## src/rtl/core/rrtd_pkg.sv

```systemverilog
package rrtd_pkg;

	localparam int MAX_TASKS_DEF = 16;
	localparam int KEY_W = 8;
	localparam int LEN_W = 16;
	localparam int TIME_W = 32;
	localparam logic [LEN_W-1:0] QUANTUM_RESET = 16'd10;

	localparam logic MODE_ADD = 1'b0;
	localparam logic MODE_DISPATCH = 1'b1;

	typedef enum logic [1:0] {
		ST_IDLE = 2'b01,
		ST_SCAN = 2'b10
	} state_t;

	// Best candidate and bookkeeping handed from one cell to the next.
	typedef struct packed {
		logic             valid;
		logic             many;
		logic             free_found;
		logic [KEY_W-1:0] key;
		logic [LEN_W-1:0] turns;
		logic [LEN_W-1:0] rem;
	} cand_t;

	// Write command broadcast to every cell; only the selected cell acts.
	typedef struct packed {
		logic             load;
		logic             upd;
		logic [KEY_W-1:0] key;
		logic [LEN_W-1:0] rem;
	} cell_cmd_t;

endpackage

```

## src/rtl/core/rrtd_cell.sv

```systemverilog
module rrtd_cell #(
	parameter int IDX_W = 4,
	parameter int SLOT = 0
) (
	input  logic               clk,
	input  logic               arst_n,
	input  logic               sel,
	input  rrtd_pkg::cell_cmd_t cmd,
	input  rrtd_pkg::cand_t    cand_in,
	input  logic [IDX_W-1:0]   best_idx_in,
	input  logic [IDX_W-1:0]   free_idx_in,
	output rrtd_pkg::cand_t    cand_out,
	output logic [IDX_W-1:0]   best_idx_out,
	output logic [IDX_W-1:0]   free_idx_out
);
	import rrtd_pkg::*;

	localparam logic [IDX_W-1:0] MY_IDX = IDX_W'(SLOT);

	logic             valid_q;
	logic [KEY_W-1:0] key_q;
	logic [LEN_W-1:0] rem_q;
	logic [LEN_W-1:0] turns_q;

	cand_t            cand_q;
	logic [IDX_W-1:0] best_idx_q;
	logic [IDX_W-1:0] free_idx_q;

	cand_t            cand_d;
	logic [IDX_W-1:0] best_idx_d;
	logic [IDX_W-1:0] free_idx_d;
	logic             mine_better;

	always_ff @(posedge clk or negedge arst_n) begin
		if (!arst_n) begin
			valid_q <= 1'b0;
		end else if (sel && cmd.load) begin
			valid_q <= 1'b1;
		end else if (sel && cmd.upd && cmd.rem == '0) begin
			valid_q <= 1'b0;
		end
	end

	always_ff @(posedge clk) begin
		if (sel && cmd.load) begin
			key_q <= cmd.key;
			rem_q <= cmd.rem;
			turns_q <= '0;
		end else if (sel && cmd.upd) begin
			rem_q <= cmd.rem;
			if (turns_q != '1) begin
				turns_q <= turns_q + 1'b1;
			end
		end
	end

	always_comb begin
		mine_better = valid_q && (!cand_in.valid || turns_q < cand_in.turns ||
			(turns_q == cand_in.turns && key_q < cand_in.key));
		cand_d = cand_in;
		best_idx_d = best_idx_in;
		free_idx_d = free_idx_in;
		cand_d.many = cand_in.many || (cand_in.valid && valid_q);
		if (mine_better) begin
			cand_d.valid = 1'b1;
			cand_d.key = key_q;
			cand_d.turns = turns_q;
			cand_d.rem = rem_q;
			best_idx_d = MY_IDX;
		end
		if (!cand_in.free_found && !valid_q) begin
			cand_d.free_found = 1'b1;
			free_idx_d = MY_IDX;
		end
	end

	always_ff @(posedge clk or negedge arst_n) begin
		if (!arst_n) begin
			cand_q <= '0;
			best_idx_q <= '0;
			free_idx_q <= '0;
		end else begin
			cand_q <= cand_d;
			best_idx_q <= best_idx_d;
			free_idx_q <= free_idx_d;
		end
	end

	assign cand_out = cand_q;
	assign best_idx_out = best_idx_q;
	assign free_idx_out = free_idx_q;

endmodule

```

## src/rtl/core/round_robin_task_dispatcher_unit.sv

```systemverilog
// Each item is accepted on start when busy is low, and busy then stays high while the scan runs through every cell.
// A dispatch result is strobed on done in the same cycle that busy falls; an add gives no strobe.
// A new item cannot be taken until the scan of the last one through the candidate chain of cells has ended.
// Results cannot be stalled by the receiver; done is high for exactly one cycle.
// Reset clears the task table, the time and switch counters, and sets the quantum to ten.
module round_robin_task_dispatcher_unit #(
	parameter int MAX_TASKS = rrtd_pkg::MAX_TASKS_DEF
) (
	input  logic        clk,
	input  logic        arst_n,
	input  logic        start,
	output logic        busy,
	input  logic        cfg_we,
	input  logic [15:0] cfg_wdata,
	input  logic        mode,
	input  logic [7:0]  name_key,
	input  logic [15:0] burst_len,
	output logic        done,
	output logic [7:0]  task_key,
	output logic [31:0] slice_start,
	output logic [15:0] slice_len,
	output logic        first_run,
	output logic        finished,
	output logic        switch_follows,
	output logic [31:0] switch_count,
	output logic        idle
);
	import rrtd_pkg::*;

	localparam int IDX_W = $clog2(MAX_TASKS);
	localparam logic [IDX_W-1:0] LAST_CNT = IDX_W'(MAX_TASKS - 1);

	state_t            state_q;
	logic [IDX_W-1:0]  cnt_q;
	logic              mode_q;
	logic [KEY_W-1:0]  key_q;
	logic [LEN_W-1:0]  burst_q;
	logic [LEN_W-1:0]  quantum_q;
	logic [TIME_W-1:0] time_q;
	logic [TIME_W-1:0] switches_q;

	logic              done_q;
	logic [KEY_W-1:0]  task_key_q;
	logic [TIME_W-1:0] slice_start_q;
	logic [LEN_W-1:0]  slice_len_q;
	logic              first_run_q;
	logic              finished_q;
	logic              switch_follows_q;
	logic [TIME_W-1:0] switch_count_q;
	logic              idle_q;

	cand_t             cand_w [MAX_TASKS+1];
	logic [IDX_W-1:0]  best_w [MAX_TASKS+1];
	logic [IDX_W-1:0]  free_w [MAX_TASKS+1];
	logic [MAX_TASKS-1:0] sel;
	cell_cmd_t         cmd;

	cand_t             tail;
	logic              commit;
	logic [LEN_W-1:0]  q_eff;
	logic [LEN_W-1:0]  len;
	logic [LEN_W-1:0]  new_rem;
	logic              task_done;
	logic              more;
	logic [TIME_W:0]   time_sum;
	logic [TIME_W-1:0] time_next;
	logic [TIME_W-1:0] switches_next;

	assign cand_w[0] = '0;
	assign best_w[0] = '0;
	assign free_w[0] = '0;

	for (genvar i = 0; i < MAX_TASKS; i++) begin : g_cell
		rrtd_cell #(
			.IDX_W(IDX_W),
			.SLOT (i)
		) u_cell (
			.clk         (clk),
			.arst_n      (arst_n),
			.sel         (sel[i]),
			.cmd         (cmd),
			.cand_in     (cand_w[i]),
			.best_idx_in (best_w[i]),
			.free_idx_in (free_w[i]),
			.cand_out    (cand_w[i+1]),
			.best_idx_out(best_w[i+1]),
			.free_idx_out(free_w[i+1])
		);
	end

	assign tail = cand_w[MAX_TASKS];
	assign commit = (state_q == ST_SCAN) && (cnt_q == LAST_CNT);

	always_comb begin
		q_eff = (quantum_q == '0) ? LEN_W'(1) : quantum_q;
		len = (tail.rem < q_eff) ? tail.rem : q_eff;
		new_rem = tail.rem - len;
		task_done = (new_rem == '0);
		more = task_done ? tail.many : 1'b1;
		time_sum = {1'b0, time_q} + {{(TIME_W+1-LEN_W){1'b0}}, len};
		time_next = time_sum[TIME_W] ? '1 : time_sum[TIME_W-1:0];
		switches_next = (more && switches_q != '1) ? switches_q + 1'b1 : switches_q;
		cmd.load = (mode_q == MODE_ADD);
		cmd.upd = (mode_q == MODE_DISPATCH);
		cmd.key = key_q;
		cmd.rem = (mode_q == MODE_ADD) ? burst_q : new_rem;
		for (int i = 0; i < MAX_TASKS; i++) begin
			if (mode_q == MODE_ADD) begin
				sel[i] = commit && tail.free_found && burst_q != '0 &&
					free_w[MAX_TASKS] == IDX_W'(i);
			end else begin
				sel[i] = commit && tail.valid && best_w[MAX_TASKS] == IDX_W'(i);
			end
		end
	end

	always_ff @(posedge clk or negedge arst_n) begin
		if (!arst_n) begin
			quantum_q <= QUANTUM_RESET;
		end else if (cfg_we) begin
			quantum_q <= cfg_wdata;
		end
	end

	always_ff @(posedge clk or negedge arst_n) begin
		if (!arst_n) begin
			state_q <= ST_IDLE;
			cnt_q <= '0;
			time_q <= '0;
			switches_q <= '0;
			done_q <= 1'b0;
		end else begin
			done_q <= 1'b0;
			case (state_q)
				ST_IDLE: begin
					if (start) begin
						state_q <= ST_SCAN;
						cnt_q <= '0;
					end
				end
				ST_SCAN: begin
					cnt_q <= cnt_q + 1'b1;
					if (commit) begin
						state_q <= ST_IDLE;
						if (mode_q == MODE_DISPATCH) begin
							done_q <= 1'b1;
							if (tail.valid) begin
								time_q <= time_next;
								switches_q <= switches_next;
							end
						end
					end
				end
				default: begin
					state_q <= ST_IDLE;
				end
			endcase
		end
	end

	always_ff @(posedge clk) begin
		if (state_q == ST_IDLE && start) begin
			mode_q <= mode;
			key_q <= name_key;
			burst_q <= burst_len;
		end
		if (commit) begin
			if (tail.valid) begin
				task_key_q <= tail.key;
				slice_start_q <= time_q;
				slice_len_q <= len;
				first_run_q <= (tail.turns == '0);
				finished_q <= task_done;
				switch_follows_q <= more;
				switch_count_q <= switches_next;
				idle_q <= 1'b0;
			end else begin
				task_key_q <= '0;
				slice_start_q <= '0;
				slice_len_q <= '0;
				first_run_q <= 1'b0;
				finished_q <= 1'b0;
				switch_follows_q <= 1'b0;
				switch_count_q <= '0;
				idle_q <= 1'b1;
			end
		end
	end

	assign busy = (state_q == ST_SCAN);
	assign done = done_q;
	assign task_key = task_key_q;
	assign slice_start = slice_start_q;
	assign slice_len = slice_len_q;
	assign first_run = first_run_q;
	assign finished = finished_q;
	assign switch_follows = switch_follows_q;
	assign switch_count = switch_count_q;
	assign idle = idle_q;

endmodule
```

## config.mk

```make
export PLATFORM = sky130hd
export DESIGN_NAME = round_robin_task_dispatcher_unit
export DESIGN_NICKNAME = d
export VERILOG_FILES = /design/src/rtl/core/rrtd_pkg.sv /design/src/rtl/core/rrtd_cell.sv /design/src/rtl/core/round_robin_task_dispatcher_unit.sv
export SDC_FILE = /design/constraint.sdc
export NUM_CORES = 2
export LEC_CHECK = 0
export ABC_AREA = 1
export BUFFER_PORTS_ARGS = -buffer_cell sky130_fd_sc_hd__buf_2
export CELL_PAD_IN_SITES_DETAIL_PLACEMENT = 1
export CELL_PAD_IN_SITES_GLOBAL_PLACEMENT = 2
export CORE_MARGIN = 5
export CORE_UTILIZATION = 41
export CTS_BUF_LIST = sky130_fd_sc_hd__clkbuf_16
export DETAILED_ROUTE_END_ITERATION = 10
export GPL_TIMING_DRIVEN = 0
export PLACE_DENSITY_LB_ADDON = 0.2
export SYNTH_ARGS = -nofsm -noshare
export SYNTH_HDL_FRONTEND = slang
export SYNTH_SLANG_ARGS = --single-unit
```

## constraint.sdc

```tcl
create_clock -name clk -period 6.5 [get_ports clk]
set_input_delay 0.325 -clock clk [delete_from_list [all_inputs] [get_ports clk]]
set_output_delay 0.325 -clock clk [all_outputs]
set_load 0.02 [all_outputs]
```

After elaboration in Yosys (flattened, before gate mapping)
Index checks and enable logic that the tools add are counted.
W data, S select, Z words.
{"block": "op_classes", "add_sub_neg": 20, "n_lt_le_gt_ge": 31, "n_eq_ne": 67, "n_mux": 173, "bitwise_logic": 1, "reduce_logical": 294}
{"operator": "$mux W40", "count": 16}
{"operator": "$mux W16", "count": 35}
{"operator": "$add A16 B1 Y16 const B", "count": 16}
{"operator": "$lt A16 B16 Y1", "count": 16}
{"operator": "$ne A16 B16 Y1 const B", "count": 16}
{"operator": "$eq A16 B16 Y1", "count": 15}
{"operator": "$logic_and A1 B1 Y1", "count": 146}
{"operator": "$lt A8 B8 Y1", "count": 15}
{"operator": "$mux W1", "count": 87}
{"operator": "$eq A4 B4 Y1 const B", "count": 17}
{"operator": "$mux W4", "count": 17}
{"operator": "$reduce_bool A2 Y1", "count": 33}
{"operator": "$logic_not A16 Y1", "count": 4}
{"operator": "$mux W32", "count": 2}
{"operator": "$logic_not A1 Y1", "count": 45}
{"operator": "$logic_or A1 B1 Y1", "count": 44}
{"operator": "$reduce_and A2 Y1", "count": 18}
{"operator": "$add A32 B16 Y33", "count": 1}
{"operator": "$add A32 B1 Y32 const B", "count": 1}
{"operator": "$eq A4 B3 Y1 const B", "count": 8}
{"operator": "$ne A32 B32 Y1 const B", "count": 1}
{"operator": "$mux W3", "count": 8}
{"operator": "$eq A4 B2 Y1 const B", "count": 4}
{"operator": "$reduce_bool A16 Y1", "count": 1}
{"operator": "other kinds (13)", "count": 20}
{"block": "totals", "regBits": 1645, "input_bits": 45, "out_inout_bits": 94, "wordCells": 792}

Depth between registers and ports, before layout
{"block": "depth", "depth_word": 10, "mapped_depth": 37, "depth_no_buf": 36}

Hierarchy
Synthesis repeated with hierarchy kept, for this count alone.
{"block": "hier_totals", "cells_unflattened": 9171, "hier_area_um2": 80374.6}
{"mod": "rrtd_cell at g_cell[10].u_cell ...", "instances": 5, "cells_each": 473, "area_per_inst_um2": 4239.1, "seq_area_each_um2": 2342.2}
{"mod": "rrtd_cell at g_cell[1].u_cell ...", "instances": 4, "cells_each": 473, "area_per_inst_um2": 4242.8, "seq_area_each_um2": 2342.2}
{"mod": "rrtd_cell at g_cell[13].u_cell ...", "instances": 3, "cells_each": 471, "area_per_inst_um2": 4237.8, "seq_area_each_um2": 2342.2}
{"mod": "round_robin_task_dispatcher_unit", "instances": 1, "cells_each": 1609, "area_per_inst_um2": 12464.5, "seq_area_each_um2": 5694.2}
{"mod": "rrtd_cell at g_cell[9].u_cell", "instances": 1, "cells_each": 477, "area_per_inst_um2": 4284.1, "seq_area_each_um2": 2342.2}
{"mod": "rrtd_cell at g_cell[11].u_cell", "instances": 1, "cells_each": 470, "area_per_inst_um2": 4266.6, "seq_area_each_um2": 2342.2}
{"mod": "rrtd_cell at g_cell[0].u_cell", "instances": 1, "cells_each": 473, "area_per_inst_um2": 4241.6, "seq_area_each_um2": 2342.2}
{"mod": "rrtd_cell at g_cell[15].u_cell", "instances": 1, "cells_each": 472, "area_per_inst_um2": 4237.8, "seq_area_each_um2": 2342.2}

Worst setup path before layout
OpenSTA, ideal clock, no wires.
{"block": "synth_timing", "path_kind": "flip-flop to flip-flop", "start": "register cnt_q[0]", "end": "register g_cell[0].u_cell.turns_q[4]", "setup_time_ns": 0.119, "arrival_ns": 5.012, "required_ns": 6.381, "path_slack_ns": 1.368, "stages_incl_launch_ff": 14, "path_buffers": 0, "synth_period_minus_slack_ns": 5.132, "path_cell_list": "dfrtp_1 -> ha_1 -> nand2_1 -> inv_1 -> nand2_1 -> nor2_4 -> nand3_1 -> nor3_1 -> inv_1 -> o21ai_0 -> o311a_1 -> nand4_1 -> o21ai_0 -> a21oi_1"}
{"block": "synth_between", "elab_chain_cells": 8, "word_cells_on_any_way": 11, "cone_classes": "eq/ne (1); mux (1); reduce/logical (9)"}
{"item": "start: declaration", "line_no": "round_robin_task_dispatcher_unit.sv:34", "text": "logic [IDX_W-1:0] cnt_q;"}
{"item": "start signal: assignment", "line_no": "round_robin_task_dispatcher_unit.sv:142", "text": "cnt_q <= cnt_q + 1'b1;"}
{"item": "$eq A4 B4 Y1 *", "line_no": "round_robin_task_dispatcher_unit.sv:92", "text": "assign commit = (state_q == ST_SCAN) && (cnt_q == LAST_CNT);"}
{"item": "$logic_and A1 B1 Y1 *", "line_no": "round_robin_task_dispatcher_unit.sv:92"}
{"item": "via commit", "line_no": "round_robin_task_dispatcher_unit.sv:59", "text": "logic commit;"}
{"item": "$logic_and A1 B1 Y1 (3 in series)", "line_no": "round_robin_task_dispatcher_unit.sv:109", "text": "sel[i] = commit && tail.free_found && burst_q != '0 &&"}
{"item": "$mux W1 *", "line_no": "round_robin_task_dispatcher_unit.sv:108", "text": "if (mode_q == MODE_ADD) begin"}
{"item": "$logic_and A1 B1 Y1", "line_no": "rrtd_cell.sv:49", "text": "end else if (sel && cmd.upd) begin"}
{"item": "$reduce_and A2 Y1 (no source line)"}
{"item": "end signal: assignment", "line_no": "rrtd_cell.sv:52", "text": "turns_q <= turns_q + 1'b1;"}
{"item": "end: declaration", "line_no": "rrtd_cell.sv:23", "text": "logic [LEN_W-1:0] turns_q;"}
The timed path passes the listed nets; every way through them passes the cells marked *.
A chain may end at the register's enable or synchronous reset.

==> metrics.md <==
| Metric | Value |
|---|---|
| Critical Path Start | `quantum_q[3]$_DFFE_PN1P_` |
| Crit-path slowest cell | `nor2_1` |
| DIE AREA | `0.1876 mm2` |
| Worst Reg2Reg Path Length in Cells | `34` |
| Final Max Slew Viols | `0` |
| Antenna violations before repair | `13` |
| DR iter-0 viols | `3,065` |
| Cells after Synth | `7,758` |
| Worst-path clk slew | `0.06 ns` |
| Peak supply drop | `0.0002415 V` |
| Area leader, netlist | `dfrtp_1` |
| Vias in the first global route | `58,458` |
| Post-Syn Area | `0.07340 mm2` |
| Yosys top cell area share | `30.17%` |
| GRT overflow | `0` |
| Post-Layout Cell Count | `10,678` |
| Post-Route Utilization | `47.29%` |
| Clock sink total | `1,645` |
| Min Tclk post-route | `6.010 ns` |
| TNS Setup | `0 ns` |
| CTS tree | `built` |
| Width of the die | `433.1 um` |
| Cells after DPL | `10,290` |
| Final WL | `220,200 um` |
| CTS root buf | `clkbuf_16` |
| Kind of critical path | `flop to flop` |
| Total I/O pin count | `139` |
| R2R Setup Slk | `0.49 ns` |
| Routability cong. | `0.8505` |
| DP Wirelength | `166,400 um` |
| Post-route design area | `0.08429 mm2` |
| P&R area growth vs syn | `14.83%` |
| CP arrival | `6.67 ns` |
| DRT antenna net count | `0` |
| Syn Nets | `8,198` |
| Slew headroom | `10.05%` |
| Max cap viols | `0` |
| Req. time, crit path | `7.16 ns` |
| Worst-Skew Late Latency | `0.82 ns` |
| FF-to-FF Start | `quantum_q[3]$_DFFE_PN1P_` |
| Slew @ Worst Pin | `1.337 ns` |
| Pwr Density | `263.1 mW/mm2` |
| CP endpoint kind | `flop` |
| First-pass DRT Iterations | `5` |
| NumNets Final | `8,602` |
| Std cell rows | `155` |
| Distinct cell type count after synthesis | `66` |
| Final setup margin | `0.4903 ns` |
| Status | `finished clean` |
| Final count of negative-setup-slack endpoints | `0` |
| DR vias | `54,396` |
| Critical Path Max Stage Delay | `0.72 ns` |
| Hold WC Path Type | `primary input to asynchronous set/reset pin` |
| Synth area leaders | `dfrtp_1 (30%), edfxtp_1 (20%), nand2_1 (9.0%), dfxtp_1 (7.0%), ha_1 (6.7%)` |
| Port bufs | `138` |
| Number of buffers created by CTS | `180` |
| Peak fanout along the critical path | `15` |
| Type of origin of the critical path | `flop` |
| Main synth FF type | `dfrtp_1` |
| Cell mode on critical path | `nand2_1` |
| WL/cell | `20.62 um` |
| Reg2Reg Capture Point | `g_cell[1].u_cell.valid_q$_DFFE_PN0P_` |
| # H-tree levels | `4` |
| Fmax achieved | `0.1664 GHz` |
| Placed inst area | `0.07789 mm2` |
| CP Capture Point | `g_cell[1].u_cell.valid_q$_DFFE_PN0P_` |
| Yosys reg bits | `1,645` |
| Largest net degree at the start of global routing | `115` |
| Clock tree buffer depth | `3` |
| Total power | `22.18 mW` |
| Layout cells sized above 1 | `8.545%` |
| Warnings from Yosys | `0` |
| Via/cell ratio | `5.094` |
| Unrepaired setup endpoints after global routing | `no` |
| Die height | `433.1 um` |
| Tcrit/Tclk final | `92.46%` |
| Async SR Flop Fraction | `53.98%` |
| Hold WS | `0.06213 ns` |
| Post-Place Worst Slack | `-0.2780 ns` |
| Core area | `0.1782 mm2` |
| Number of flops mapped to enable cells by yosys | `501` |
| Seq/Total Area, Yosys | `57.76%` |
| Avg Cell Area, Syn | `9.461 um2` |
| Hold Violations, Final | `0` |
| Residual DRC | `0` |
| Initial Util | `41.18%` |
| Setup Skew | `0.02374 ns` |
| GR Util All Layers | `23.44%` |
| First-pass GRT wire length | `340,300 um` |
| Pleak | `39.22 nW` |
[state kept, by name, summed over array words and instances, names as in the netlist, 8 cells and up]
signal                      cells
burst_q                        16
g_cell.u_cell.best_idx_out     49
g_cell.u_cell.cand_out        687
g_cell.u_cell.free_idx_out     49
g_cell.u_cell.key_q           128
g_cell.u_cell.rem_q           256
g_cell.u_cell.turns_q         256
g_cell.u_cell.valid_q          16
key_q                           8
quantum_q                      16
slice_len                      16
slice_start                    32
switch_count                   32
switches_q                     32
task_key                        8
time_q                         32
[how the worst min path moves through the flow]
stage / cells after the start / endpoint / slack (ns)
after global placement: 0 / g_cell[0].u_cell.cand_out[42]$_DFF_PN0_ / 0.36
after floorplan: 0 / cnt_q[0]$_DFFE_PN0P_ / 0.03
after CTS: 2 / g_cell[12].u_cell.cand_out[17]$_DFF_PN0_ / 0.05
final: 2 / g_cell[12].u_cell.cand_out[18]$_DFF_PN0_ / 0.06
after global routing: 2 / g_cell[12].u_cell.cand_out[18]$_DFF_PN0_ / 0.09
after detailed placement: 1 / g_cell[12].u_cell.cand_out[17]$_DFF_PN0_ / 0.32
[layer usage]
metal  vias to the layer above  track usage (%)  share of wire (%)
met2                       683            42.36                 51
met4                         2            5.175                1.9
met5                         -           0.3903              0.045
li1                      26164                -                  -
met1                     27288            30.04                 44
met3                       259            3.012                3.2
[cells in the final DEF, fill, tap and decap left out, drive strengths merged, types with 6 or more instances in the layout]
master	count
inv	1350
xor2	18
buf	209
o21ai	554
nor3b	17
dlygate4sd3	44
a31oi	15
dfrtp	885
nor3	166
nand3	292
mux2	80
a211oi	18
nor4	90
o21bai	52
o41ai	9
a21o	12
o2111ai	8
or2	42
and3	12
a221oi	17
nand4	95
a21oi	359
a2bb2oi	9
clkinv	90
o221ai	11
a21boi	12
ha	395
xnor2	6
o211ai	29
dfxtp	256
o31ai	6
bufinv	18
nor2	464
nand2	1783
clkbuf	328
nand3b	6
edfxtp	501
clkinvlp	10
o21a	29
[timing repair]
item / in CTS / in global routing
endpoints found under the setup margin: 10 / 10
resized for setup: 1 / 1
cloned: 0 / 0
buffers inserted: 0 / 0
hold buffers: 44 / 0
endpoints found under the hold margin: 222 / 0
[Yosys cell counts, types with 6 or more instances]
master,count
o21ai_1,10
a21oi_1,357
ha_1,395
dfrtp_1,885
inv_2,10
xnor2_1,6
nand2_2,19
nand2_1,1764
a31oi_1,15
nor3b_1,17
mux2_2,80
o21bai_1,52
o41ai_1,8
clkinv_1,7
nand3_1,269
buf_6,8
inv_1,1292
o21a_1,29
nor4_1,87
o21ai_0,537
nor2_1,440
o31ai_1,6
o21ai_2,7
a21boi_0,12
dfxtp_1,256
a2bb2oi_1,9
and3_1,11
o221ai_1,11
nor2_4,9
clkbuf_1,146
nand4_1,93
a221oi_1,17
nor2_2,15
a21o_1,12
nor3_1,163
or2_2,40
o211ai_1,29
buf_1,14
xor2_1,18
edfxtp_1,501
a211oi_1,18
o2111ai_1,8
nand3_2,23
[final cells by class]
class / instances / area (um2)
Antenna cell: 2 / 5.005
Inverter: 1309 / 4913
Timing Repair Buffer: 222 / 1904
Sequential cell: 1645 / 42390
Clock inverter: 159 / 1353
Tap cell: 2355 / 2947
Fill cell: 20238 / 93940
Buffer: 177 / 749.5
Clock buffer: 182 / 4554
Multi-Input combinational cell: 4627 / 25470
[worst max-delay path: cells and delay by family (launching register included)]
| kind | cells | cell delay (ns) |
|---|---|---|
| AND/OR/NAND/NOR | 24 | 2.81 |
| flip-flops | 1 | 0.55 |
| adder cells (fa/ha/maj) | 2 | 0.47 |
| AO/OA/AOI/OAI | 2 | 0.76 |
| buffers and inverters | 6 | 1.21 |
[cell families after synthesis]
family	after synthesis	share of synthesized area, %
XOR/XNOR	24	0.2864
multiplexers	81	1.241
adder cells (fa/ha/maj)	395	6.733
AND/OR/NAND/NOR	2969	17.35
AO/OA/AOI/OAI	1158	8.912
flip-flops	1645	57.76
buffers and inverters	1486	7.714
[where the power goes]
part | switching (mW) | internal [mW] | total (mW)
sequential | 0.0979 | 10.8 | 10.9
combinational | 0.785 | 0.227 | 1.01
clock | 4.39 | 5.84 | 10.2
No activity file was read; power rests on OpenSTA's default activity.
